### src/hdl/tdm_pkg.sv
`timescale 1ns / 1ps
`default_nettype none

package tdm_pkg;

	localparam int MAX_KEYS   = 64;
	localparam int NUM_BARS   = 9;
	localparam int BAR_W      = 4;
	localparam int LEVEL_W    = 15;
	localparam int LEVEL_SHIFT = 5;
	localparam int PART_W     = LEVEL_W - LEVEL_SHIFT;
	localparam int WHEEL_W    = 7;
	localparam int AMP_W      = 16;
	localparam int CAND_W     = 8;
	localparam int NUM_CAND   = 4;

	localparam logic [CAND_W-1:0] FOLD_LOW  = 8'd12;
	localparam logic [CAND_W-1:0] FOLD_HIGH = 8'd91;
	localparam logic [CAND_W-1:0] OCTAVE    = 8'd12;
	localparam logic [CAND_W-1:0] TWO_OCT   = 8'd24;
	// above this a single octave step down still lands past the top
	localparam logic [CAND_W-1:0] FOLD_TWICE = 8'd103;

	typedef enum logic [1:0] {
		KIND_KEY  = 2'd0,
		KIND_BAR  = 2'd1,
		KIND_READ = 2'd2,
		KIND_NONE = 2'd3
	} kind_t;

	typedef struct packed {
		logic             load;     // latch wheel, clear accumulator
		logic             key_wr;
		logic             bar_wr;
		logic             issue;    // push one drawbar into the datapath
		logic [BAR_W-1:0] bar_idx;
	} cmd_t;

	function automatic logic [5:0] bar_offset(input logic [BAR_W-1:0] idx);
		logic [5:0] off;
		case (idx)
			4'd0: off = 6'd0;
			4'd1: off = 6'd19;
			4'd2: off = 6'd12;
			4'd3: off = 6'd24;
			4'd4: off = 6'd31;
			4'd5: off = 6'd36;
			4'd6: off = 6'd40;
			4'd7: off = 6'd43;
			4'd8: off = 6'd48;
			default: off = 6'd0;
		endcase
		return off;
	endfunction

	// Fold into FOLD_LOW..FOLD_HIGH; valid for every sum key + offset can reach.
	function automatic logic [CAND_W-1:0] fold_wheel(input logic [CAND_W-1:0] v);
		logic [CAND_W-1:0] r;
		if (v < FOLD_LOW) begin
			r = v + OCTAVE;
		end else if (v > FOLD_TWICE) begin
			r = v - TWO_OCT;
		end else if (v > FOLD_HIGH) begin
			r = v - OCTAVE;
		end else begin
			r = v;
		end
		return r;
	endfunction

endpackage

`default_nettype wire

### src/hdl/tdm_ctrl.sv
`timescale 1ns / 1ps
`default_nettype none

module tdm_ctrl (
	input  wire logic          clk,
	input  wire logic          arst_n,
	input  wire logic          start,
	input  wire logic [1:0]    kind,
	output tdm_pkg::cmd_t      cmd,
	output logic               busy,
	output logic               done
);
	import tdm_pkg::*;

	typedef enum logic [1:0] {
		ST_IDLE,
		ST_RUN,
		ST_DRAIN
	} state_t;

	state_t           state_q;
	logic [BAR_W-1:0] bar_q;
	logic             busy_q;
	logic             done_q;
	logic             accept;

	assign accept = start && !busy_q;

	always_comb begin
		cmd.load    = accept && (kind == KIND_READ);
		cmd.key_wr  = accept && (kind == KIND_KEY);
		cmd.bar_wr  = accept && (kind == KIND_BAR);
		cmd.issue   = (state_q == ST_RUN);
		cmd.bar_idx = bar_q;
	end

	assign busy = busy_q;
	assign done = done_q;

	always_ff @(posedge clk or negedge arst_n) begin
		if (!arst_n) begin
			state_q <= ST_IDLE;
			bar_q   <= '0;
			busy_q  <= 1'b0;
			done_q  <= 1'b0;
		end else begin
			done_q <= 1'b0;
			case (state_q)
				ST_IDLE: begin
					if (cmd.load) begin
						state_q <= ST_RUN;
						bar_q   <= '0;
						busy_q  <= 1'b1;
					end
				end
				ST_RUN: begin
					if (bar_q == BAR_W'(NUM_BARS - 1)) begin
						state_q <= ST_DRAIN;
					end else begin
						bar_q <= bar_q + 1'b1;
					end
				end
				ST_DRAIN: begin
					// last drawbar lands in the accumulator at this edge
					state_q <= ST_IDLE;
					busy_q  <= 1'b0;
					done_q  <= 1'b1;
				end
				default: begin
					state_q <= ST_IDLE;
					busy_q  <= 1'b0;
				end
			endcase
		end
	end

endmodule

`default_nettype wire

### src/hdl/tdm_datapath.sv
`timescale 1ns / 1ps
`default_nettype none

module tdm_datapath #(
	parameter int NUM_KEYS = 61
) (
	input  wire logic                      clk,
	input  wire logic                      arst_n,
	input  wire tdm_pkg::cmd_t             cmd,
	input  wire logic [5:0]                key_number,
	input  wire logic                      pressed,
	input  wire logic [3:0]                drawbar_number,
	input  wire logic [14:0]               drawbar_level,
	input  wire logic [6:0]                wheel_number,
	output logic [6:0]                     wheel_out,
	output logic [15:0]                    amplitude
);
	import tdm_pkg::*;

	logic [NUM_KEYS-1:0]  key_down_q;
	logic [LEVEL_W-1:0]   bar_lvl_q [NUM_BARS];
	logic [WHEEL_W-1:0]   wheel_q;
	logic [AMP_W-1:0]     acc_q;

	logic [NUM_CAND-1:0]  hit_s1;
	logic [PART_W-1:0]    part_s1;
	logic                 vld_s1;

	logic [MAX_KEYS-1:0]  keys64;
	logic [CAND_W-1:0]    cand   [NUM_CAND];
	logic [NUM_CAND-1:0]  hit;
	logic [CAND_W-1:0]    off8;
	logic [CAND_W-1:0]    wheel8;
	logic [CAND_W-1:0]    kidx   [NUM_CAND];
	logic [2:0]           hit_cnt;
	logic [PART_W+2:0]    prod;
	logic                 key_ok;

	assign keys64 = MAX_KEYS'(key_down_q);
	assign off8   = CAND_W'(bar_offset(cmd.bar_idx));
	assign wheel8 = CAND_W'(wheel_q);
	assign key_ok = (7'(key_number) < 7'(NUM_KEYS));

	// Only these four sums can fold onto the wheel being read.
	always_comb begin
		cand[0] = wheel8 - OCTAVE;
		cand[1] = wheel8;
		cand[2] = wheel8 + OCTAVE;
		cand[3] = wheel8 + TWO_OCT;
		for (int j = 0; j < NUM_CAND; j++) begin
			kidx[j] = cand[j] - off8;
			hit[j]  = (fold_wheel(cand[j]) == wheel8) && (cand[j] >= off8)
				&& (kidx[j] < CAND_W'(NUM_KEYS)) && keys64[kidx[j][5:0]];
		end
		// a wheel below one octave has no candidate an octave lower
		if (wheel8 < OCTAVE) begin
			hit[0] = 1'b0;
		end
	end

	assign hit_cnt = 3'(hit_s1[0]) + 3'(hit_s1[1]) + 3'(hit_s1[2]) + 3'(hit_s1[3]);
	assign prod    = hit_cnt * part_s1;

	always_ff @(posedge clk or negedge arst_n) begin
		if (!arst_n) begin
			key_down_q <= '0;
			for (int b = 0; b < NUM_BARS; b++) begin
				bar_lvl_q[b] <= '0;
			end
			vld_s1 <= 1'b0;
		end else begin
			vld_s1 <= cmd.issue;
			if (cmd.key_wr && key_ok) begin
				for (int k = 0; k < NUM_KEYS; k++) begin
					if (key_number == 6'(k)) begin
						key_down_q[k] <= pressed;
					end
				end
			end
			if (cmd.bar_wr) begin
				for (int b = 0; b < NUM_BARS; b++) begin
					if (drawbar_number == BAR_W'(b)) begin
						bar_lvl_q[b] <= drawbar_level;
					end
				end
			end
		end
	end

	always_ff @(posedge clk) begin
		hit_s1  <= hit;
		part_s1 <= bar_lvl_q[cmd.bar_idx][LEVEL_W-1:LEVEL_SHIFT];
		if (cmd.load) begin
			wheel_q <= wheel_number;
			acc_q   <= '0;
		end else if (vld_s1) begin
			acc_q <= acc_q + AMP_W'(prod);
		end
	end

	assign wheel_out = wheel_q;
	assign amplitude = acc_q;

endmodule

`default_nettype wire

### src/hdl/tonewheel_drawbar_mixer.sv
`timescale 1ns / 1ps
`default_nettype none

// Tonewheel drawbar mixer: keeps a pressed bit for each manual key and a
// level for each of the nine drawbars, and sums drawbar levels onto a wheel.
// Command channel: a transaction is taken at the rising edge where start is
// high and busy is low; kind selects key event, drawbar set or wheel read,
// and the other input ports carry the fields for that kind.
// Key events and drawbar sets complete at the accepting edge, give no
// result and leave busy low, so one can be taken every cycle.
// A read raises busy and walks the drawbars one per cycle: the controller
// issues each of the nine drawbars in turn, then a drain state empties the
// candidate-match register, then done pulses for one cycle with wheel_out and
// amplitude. Busy falls with the result; until then no transaction is taken,
// and the drawbar walk through the shared match/multiply-add unit sets the
// read rate. A new transaction may be taken in the done cycle.
// Result channel: done marks the single cycle in which the result holds;
// the receiver has no way to stall it and must take it then.
// Reset (arst_n low) releases all keys, zeroes all drawbar levels and
// returns the controller to idle with done and busy low.
module tonewheel_drawbar_mixer #(
	parameter int NUM_KEYS = 61
) (
	input  wire logic        clk,
	input  wire logic        arst_n,
	input  wire logic        start,
	output logic             busy,
	input  wire logic [1:0]  kind,
	input  wire logic [5:0]  key_number,
	input  wire logic        pressed,
	input  wire logic [3:0]  drawbar_number,
	input  wire logic [14:0] drawbar_level,
	input  wire logic [6:0]  wheel_number,
	output logic             done,
	output logic [6:0]       wheel_out,
	output logic [15:0]      amplitude
);
	import tdm_pkg::*;

	cmd_t cmd;

	// Controller: decode the accepted transaction, sequence the drawbar walk.
	tdm_ctrl u_ctrl (
		.clk    (clk),
		.arst_n (arst_n),
		.start  (start),
		.kind   (kind),
		.cmd    (cmd),
		.busy   (busy),
		.done   (done)
	);

	// Datapath: key and drawbar state, candidate match, accumulate.
	tdm_datapath #(
		.NUM_KEYS (NUM_KEYS)
	) u_datapath (
		.clk            (clk),
		.arst_n         (arst_n),
		.cmd            (cmd),
		.key_number     (key_number),
		.pressed        (pressed),
		.drawbar_number (drawbar_number),
		.drawbar_level  (drawbar_level),
		.wheel_number   (wheel_number),
		.wheel_out      (wheel_out),
		.amplitude      (amplitude)
	);

endmodule

`default_nettype wire

### config.mk
export PLATFORM = sky130hd
export DESIGN_NAME = tonewheel_drawbar_mixer
export DESIGN_NICKNAME = d
export VERILOG_FILES = /design/src/hdl/tdm_pkg.sv /design/src/hdl/tdm_ctrl.sv /design/src/hdl/tdm_datapath.sv /design/src/hdl/tonewheel_drawbar_mixer.sv
export SDC_FILE = /design/constraint.sdc
export NUM_CORES = 1
export LEC_CHECK = 0
export BUFFER_PORTS_ARGS = -buffer_cell sky130_fd_sc_hd__buf_2
export CAP_MARGIN = 30
export CELL_PAD_IN_SITES_DETAIL_PLACEMENT = 1
export CELL_PAD_IN_SITES_GLOBAL_PLACEMENT = 2
export CORE_AREA = 5 5 215 217
export DETAILED_ROUTE_END_ITERATION = 8
export DIE_AREA = 0 0 220 222
export PLACE_DENSITY_LB_ADDON = 0.1
export SLEW_MARGIN = 25
export SYNTH_ARGS = -nofsm -noshare
export SYNTH_HDL_FRONTEND = slang
export SYNTH_HIERARCHICAL = 1
export SYNTH_SLANG_ARGS = --single-unit
### constraint.sdc
create_clock -name clk -period 7.46 [get_ports clk]
set_input_delay 0.746 -clock clk [delete_from_list [all_inputs] [get_ports clk]]
set_output_delay 0.746 -clock clk [all_outputs]
set_load 0.01 [all_outputs]
### After elaboration in Yosys (flattened, before gate mapping)

Memory sizes are Yosys's and may differ from the RTL's.
Index checks and enable logic that the tools add are counted.
W data, S select, Z words.

* output and inout bits: 25
* memories: 1
* word-level logic and storage cells: 340
* flip-flop bits (word level): 242
* input port bits: 38
* memory bits (read-only): 96

Memories
* (no name shown): words 16, bits a word 6, read ports 1, clocked after memory_dff 0, wr ports 0, line tdm_pkg.sv:41 `case (idx)`

* bitwise logic cells: 2
* reduce and logical (&&, ||, !) cells: 96
* equality and inequality tests: 80
* $mul: 1
* add/sub/neg operators: 22
* mux-type cells: 32
* order comparisons: 26

Operators by type and width (number)
* $eq A6 B6 Y1 const B: 29
* $reduce_and A2 Y1: 72
* $eq A6 B5 Y1 const B: 16
* $mux W8: 12
* $bmux W15 S4: 1
* $eq A6 B4 Y1 const B: 8
* $gt A8 B7 Y1 const B: 6
* $eq A8 B7 Y1: 4
* $lt A8 B6 Y1 const B: 4
* $mux W15: 2
* $lt A6 B7 Y1 const B: 4
* $add A8 B4 Y8 const B: 3
* $bmux W1 S6: 4
* $eq A6 B3 Y1 const B: 4
* $ge A8 B6 Y1: 3
* $lt A8 B4 Y1 const B: 3
* $sub A8 B4 Y8 const B: 3
* $sub A8 B5 Y8 const B: 3
* $sub A8 B6 Y8: 3
* $logic_and A1 B1 Y1: 17
* $add A16 B13 Y16: 1
* $eq A4 B3 Y1 const B: 4
* $gt A7 B7 Y1 const B: 2
* $mul A3 B10 Y13: 1
* other kinds (34): 50

### Longest topological paths before layout

* word-level depth: 9
* mapped depth: 18
* depth with buffers taken out: 16

### Modules after synthesis

The synthesis kept the hierarchy.

By module, submodules not included
* tdm_datapath: area an instance 12208.0 sq um, instances 1, cells each 1100, seq. area each 4614.4 sq um
* tdm_ctrl: area an instance 397.9 sq um, instances 1, cells each 34, seq. area each 200.2 sq um

### Worst setup path after synthesis

No wires, ideal clock.

* path kind: reg-to-reg
* start point: register u_ctrl.bar_q[0]
* end point: register u_datapath.hit_s1[3]
* setup slack: 3.097 ns
* library setup time: 0.117 ns
* period minus slack after synthesis: 4.363 ns
* data required time: 7.343 ns
* stages on the path, launching flop included: 17
* path buffers: 3
* data arrival time: 4.246 ns
* cell sequence: dfrtp_1 -> buf_1 -> inv_1 -> ha_1 -> nand2b_1 -> a21o_1 -> inv_1 -> ha_1 -> inv_1 -> fa_1 -> clkbuf_1 -> buf_2 -> mux4_2 -> mux2_2 -> mux4_2 -> a21oi_1 -> and4b_1

* longest elaborated chain between the ends: 5
* elaborated cells between the ends (all ways): 9
* classes of those cells: add/sub (1); order compare (2); mux (2); reduce/logical (3); memory (1)

Ends and longest elaborated chain
* start: declaration: line tdm_ctrl.sv:22 `logic [BAR_W-1:0] bar_q;`
* start signal: assignment: line tdm_ctrl.sv:60 `bar_q <= bar_q + 1'b1;`
* $mem_v2 Z16 W6 *
* $sub A8 B6 Y8 or $ge A8 B6 Y1 (tied branches): line tdm_datapath.sv:51, tdm_datapath.sv:52
* $bmux W1 S6 (tied with other cells): line tdm_datapath.sv:53 `&& (kidx[j] < CAND_W'(NUM_KEYS)) && keys64[kidx[j][5:0]];`
* $mux W1 (not written as such) or $logic_and A1 B1 Y1 (tied branches): line tdm_datapath.sv:53
* $logic_and A1 B1 Y1 *: line tdm_datapath.sv:53
* via u_datapath.hit[3]: line tdm_datapath.sv:31 `logic [NUM_CAND-1:0] hit;`
* end signal: assignment: line tdm_datapath.sv:91 `hit_s1 <= hit;`
* end: declaration: line tdm_datapath.sv:25 `logic [NUM_CAND-1:0] hit_s1;`

Mark *: on every way through the listed nets, which the timed path passes. The rest lies on a longest branch. The select of a mux whose other input is x is not followed.
A chain may end at the register's enable or synchronous reset.

### Final worst setup path

* start point: register u_datapath.hit_s1[0]
* end point: register u_datapath.acc_q[14] (netlist: u_datapath/amplitude[14])

* longest elaborated chain between the ends: 5

Ends and longest elaborated chain
* $add A1 B1 Y2: line tdm_datapath.sv:61 `assign hit_cnt = 3'(hit_s1[0]) + 3'(hit_s1[1]) + 3'(hit_s1[2]) + 3'(hit_s1[3]);`
* $add A3 B1 Y3 (2 in series): line tdm_datapath.sv:61
* $mul A3 B10 Y13: line tdm_datapath.sv:62 `assign prod = hit_cnt * part_s1;`
* $add A16 B13 Y16: line tdm_datapath.sv:97 `acc_q <= acc_q + AMP_W'(prod);`
* end signal: assignment: line tdm_datapath.sv:97
* end: declaration: line tdm_datapath.sv:23 `logic [AMP_W-1:0] acc_q;`

No other way between the ends.

==> impl_metrics.json <==
{
  "synth_cell_types": 80,
  "antenna_found_initial": 1,
  "fillers": 4939,
  "clk_path_buf_depth": 2,
  "layout_common_cells": "dfrtp_1, mux2_2, nor2_1",
  "synth_ff_type": "dfrtp_1",
  "vdd_drop_max_uv": 131,
  "power_switching_mw": 1.65,
  "drv_cap": 0,
  "crit_required_ps": 7830,
  "grt_pass1_vias": 9580,
  "cts_num_sinks": 197,
  "worst_pin_slew_ps": 973,
  "grt_setup_unrepaired": "false",
  "power_frac_seq_pct": 32.1,
  "outcome": "finished, final reports clean",
  "fin_nets": 1295,
  "slew_viol_final": 0,
  "placed_cell_area_sq_um": 13500,
  "syn_area_sq_um": 12600,
  "cts_max_level": 4,
  "powerDensity_nw_per_um2": 297,
  "post-route-drc-count": 0,
  "max_freq_ghz": 0.212,
  "critical_path_class": "flop to flop",
  "syn_nets": 1253,
  "ys_seq_area_share_pct": 38.2,
  "postCtsSetupRepairBufs": 0,
  "clk_latency_ps": 480,
  "wl_per_cell_um": 19.5,
  "p_clk_share_pct": 22.9,
  "syn_inst": 1134,
  "finalPower_mw": 4.21,
  "synthArstFlopShare_pct": 81.2,
  "fin_crit_sh_pct": 63.1,
  "placed_cells": 1748,
  "synth.avg_cell_area_sq_um": 11.1,
  "drt_iter0_drc": 307,
  "layout_commonest_cell": "dfrtp_1",
  "dp_slack_ps": 2730,
  "p_leak_nw": 6.47,
  "relSlewSlack_pct": 35.1,
  "setup_slack_ps": 2750,
  "grt_pass1_wl_um": 56400,
  "cts_resized": 0,
  "die_w_um": 220,
  "gp_congestion": 0.731,
  "power_frac_comb_pct": 44.9,
  "ant_nets": 0,
  "hold_viol": 0,
  "setup_violations": 0,
  "port_buffers": 57,
  "area_growth_pct": 12.4,
  "postLayoutCoreUtil_pct": 32.3,
  "grt_max_degree": 63,
  "vias_per_cell": 4.92,
  "intPower_mw": 2.56,
  "design_area_sq_um": 14200,
  "r2r_slack_ps": 2750,
  "layout.cells.non_filler": 1782,
  "wl_um": 34800,
  "ys_warn_count": 6,
  "initial_core_util_pct": 28.7,
  "hold_slack_ps": 211,
  "min_path_type": "input port to asynchronous set/reset pin",
  "r2r_start": "u_datapath/hit_s1[0]",
  "worstPathMaxFanout": 10,
  "crit_arrival_ps": 5080,
  "r2r_cells": 16,
  "die-area_sq_um": 48800,
  "drive_gt1_share_pct": 26.4,
  "holdBufCountCts": 0,
  "skew_ps": 20.3,
  "clk_pin_slew_ps": 80,
  "fin_crit_ps": 4710,
  "ios": 63,
  "setup.worst_path.end_class": "flop",
  "fp.dieH_um": 222,
  "startpoint_type": "flop",
  "cts_tree": "yes",
  "dpl.hpwl_um": 24500,
  "synth_edf_count": 7,
  "netSwitchingFraction_pct": 39.2,
  "fin_tns_setup_ps": 0,
  "cts_buffers": 17,
  "overflow": 0,
  "timing.rr.end": "u_datapath/amplitude[14]",
  "core_area_sq_um": 43900,
  "dr.pass1.iters": 4,
  "via_count": 8759,
  "cts_root_buffer": "clkbuf_16",
  "ys_ff_latch": 197,
  "num_rows": 77,
  "grt_use_total_pct": 14.8
}
[critical path, cell delays in order (launching register included)]
cell and delay, ps:
dfxtp_1 320, fa_1 480, ha_1 190, ha_1 390, and2_1 220, fa_1 500, inv_1 50, fa_1 490
inv_1 40, ha_1 340, o21ai_0 120, o21ba_2 220, o21ai_0 330, a21oi_1 180, o21a_1 240, a21oi_1 170
mux2_2 350
[per-layer routing]
| metal | wire (um) | global-route usage, % | vias to the layer above |
|---|---|---|---|
| li1 | - | - | 4195 |
| met1 | 17900 | 21.6 | 4473 |
| met2 | 15400 | 22.3 | 64 |
| met3 | 955 | 3.09 | 25 |
| met4 | 437 | 3.70 | 2 |
| met5 | 13 | 0 | - |
[state kept, by name, indices dropped and copies added (netlist names)]
register and count:
u_datapath/vld_s1 1, u_datapath/hit_s1 4, u_ctrl/bar_q 4, u_datapath/part_s1 10
u_ctrl/done 1, u_datapath/wheel_out 7, u_datapath/key_down_q 61, u_ctrl/busy 1
u_datapath/bar_lvl_q 90, u_ctrl/state_q 2, u_datapath/amplitude 16
[how the worst max path moves through the flow]
stage	start	to	slack, ps	cells past startpoint
after floorplan	u_ctrl/bar_q[0]	u_datapath/hit_s1[3]	3100	16
after detailed placement	u_datapath/hit_s1[0]	u_datapath/amplitude[14]	2730	16
after global routing	u_datapath/hit_s1[0]	u_datapath/amplitude[14]	2500	16
final	u_datapath/hit_s1[0]	u_datapath/amplitude[14]	2750	16
after CTS	u_datapath/hit_s1[0]	u_datapath/amplitude[14]	2720	16
after global placement	u_datapath/hit_s1[0]	u_datapath/amplitude[14]	2750	16
[logic make-up (layout without fill, tap and decap cells)]
family / count (synthesis) / count (layout) / synth area share, %
adder cells (fa/ha/maj): 81 / 81 / 9.29
XOR/XNOR: 24 / 24 / 1.79
flip-flops: 197 / 197 / 38.2
other: 0 / 1 / 0
AND/OR/NAND/NOR: 308 / 308 / 12.7
multiplexers: 232 / 232 / 24.9
AO/OA/AOI/OAI: 174 / 174 / 9.27
buffers and inverters: 118 / 173 / 3.81
[final cells by class]
type	instances	area, sq um	share of cell area, %
Tap cell	592	741	5.23
Sequential cell	197	4810	34.0
Antenna cell	1	2.50	0.0177
Multi-Input combinational cell	819	7320	51.6
Timing Repair Buffer	73	432	3.05
Inverter	68	255	1.80
Clock buffer	19	443	3.12
Clock inverter	13	166	1.17
[synthesized netlist by cell type (16+ instances only)]
cell type	number	share of area, %
mux2_2	159	14
mux2i_1	28	2.2
nor2_1	81	2.4
dfrtp_1	160	32
mux4_2	30	5.4
nand2_1	68	2.0
fa_1	21	3.3
inv_1	68	2.0
dfxtp_1	30	4.8
clkbuf_1	34	1.0
and2_1	33	1.6
o21ai_0	41	1.6
a21oi_1	38	1.5
nor3_1	16	0.64
ha_1	60	6.0
[power by group through the flow]
stage          clock network, mW  logic, mW  registers [mW]
2_1_floorplan                  0       1.40            1.36
3_3_place_gp                   0       1.88            1.37
3_5_place_dp                   0       1.91            1.38
4_1_cts                     1.02       1.92            1.36
5_1_grt                     1.05       2.10            1.38
6_report                   0.964       1.89            1.35
Power figures use the tool's default switching activity.
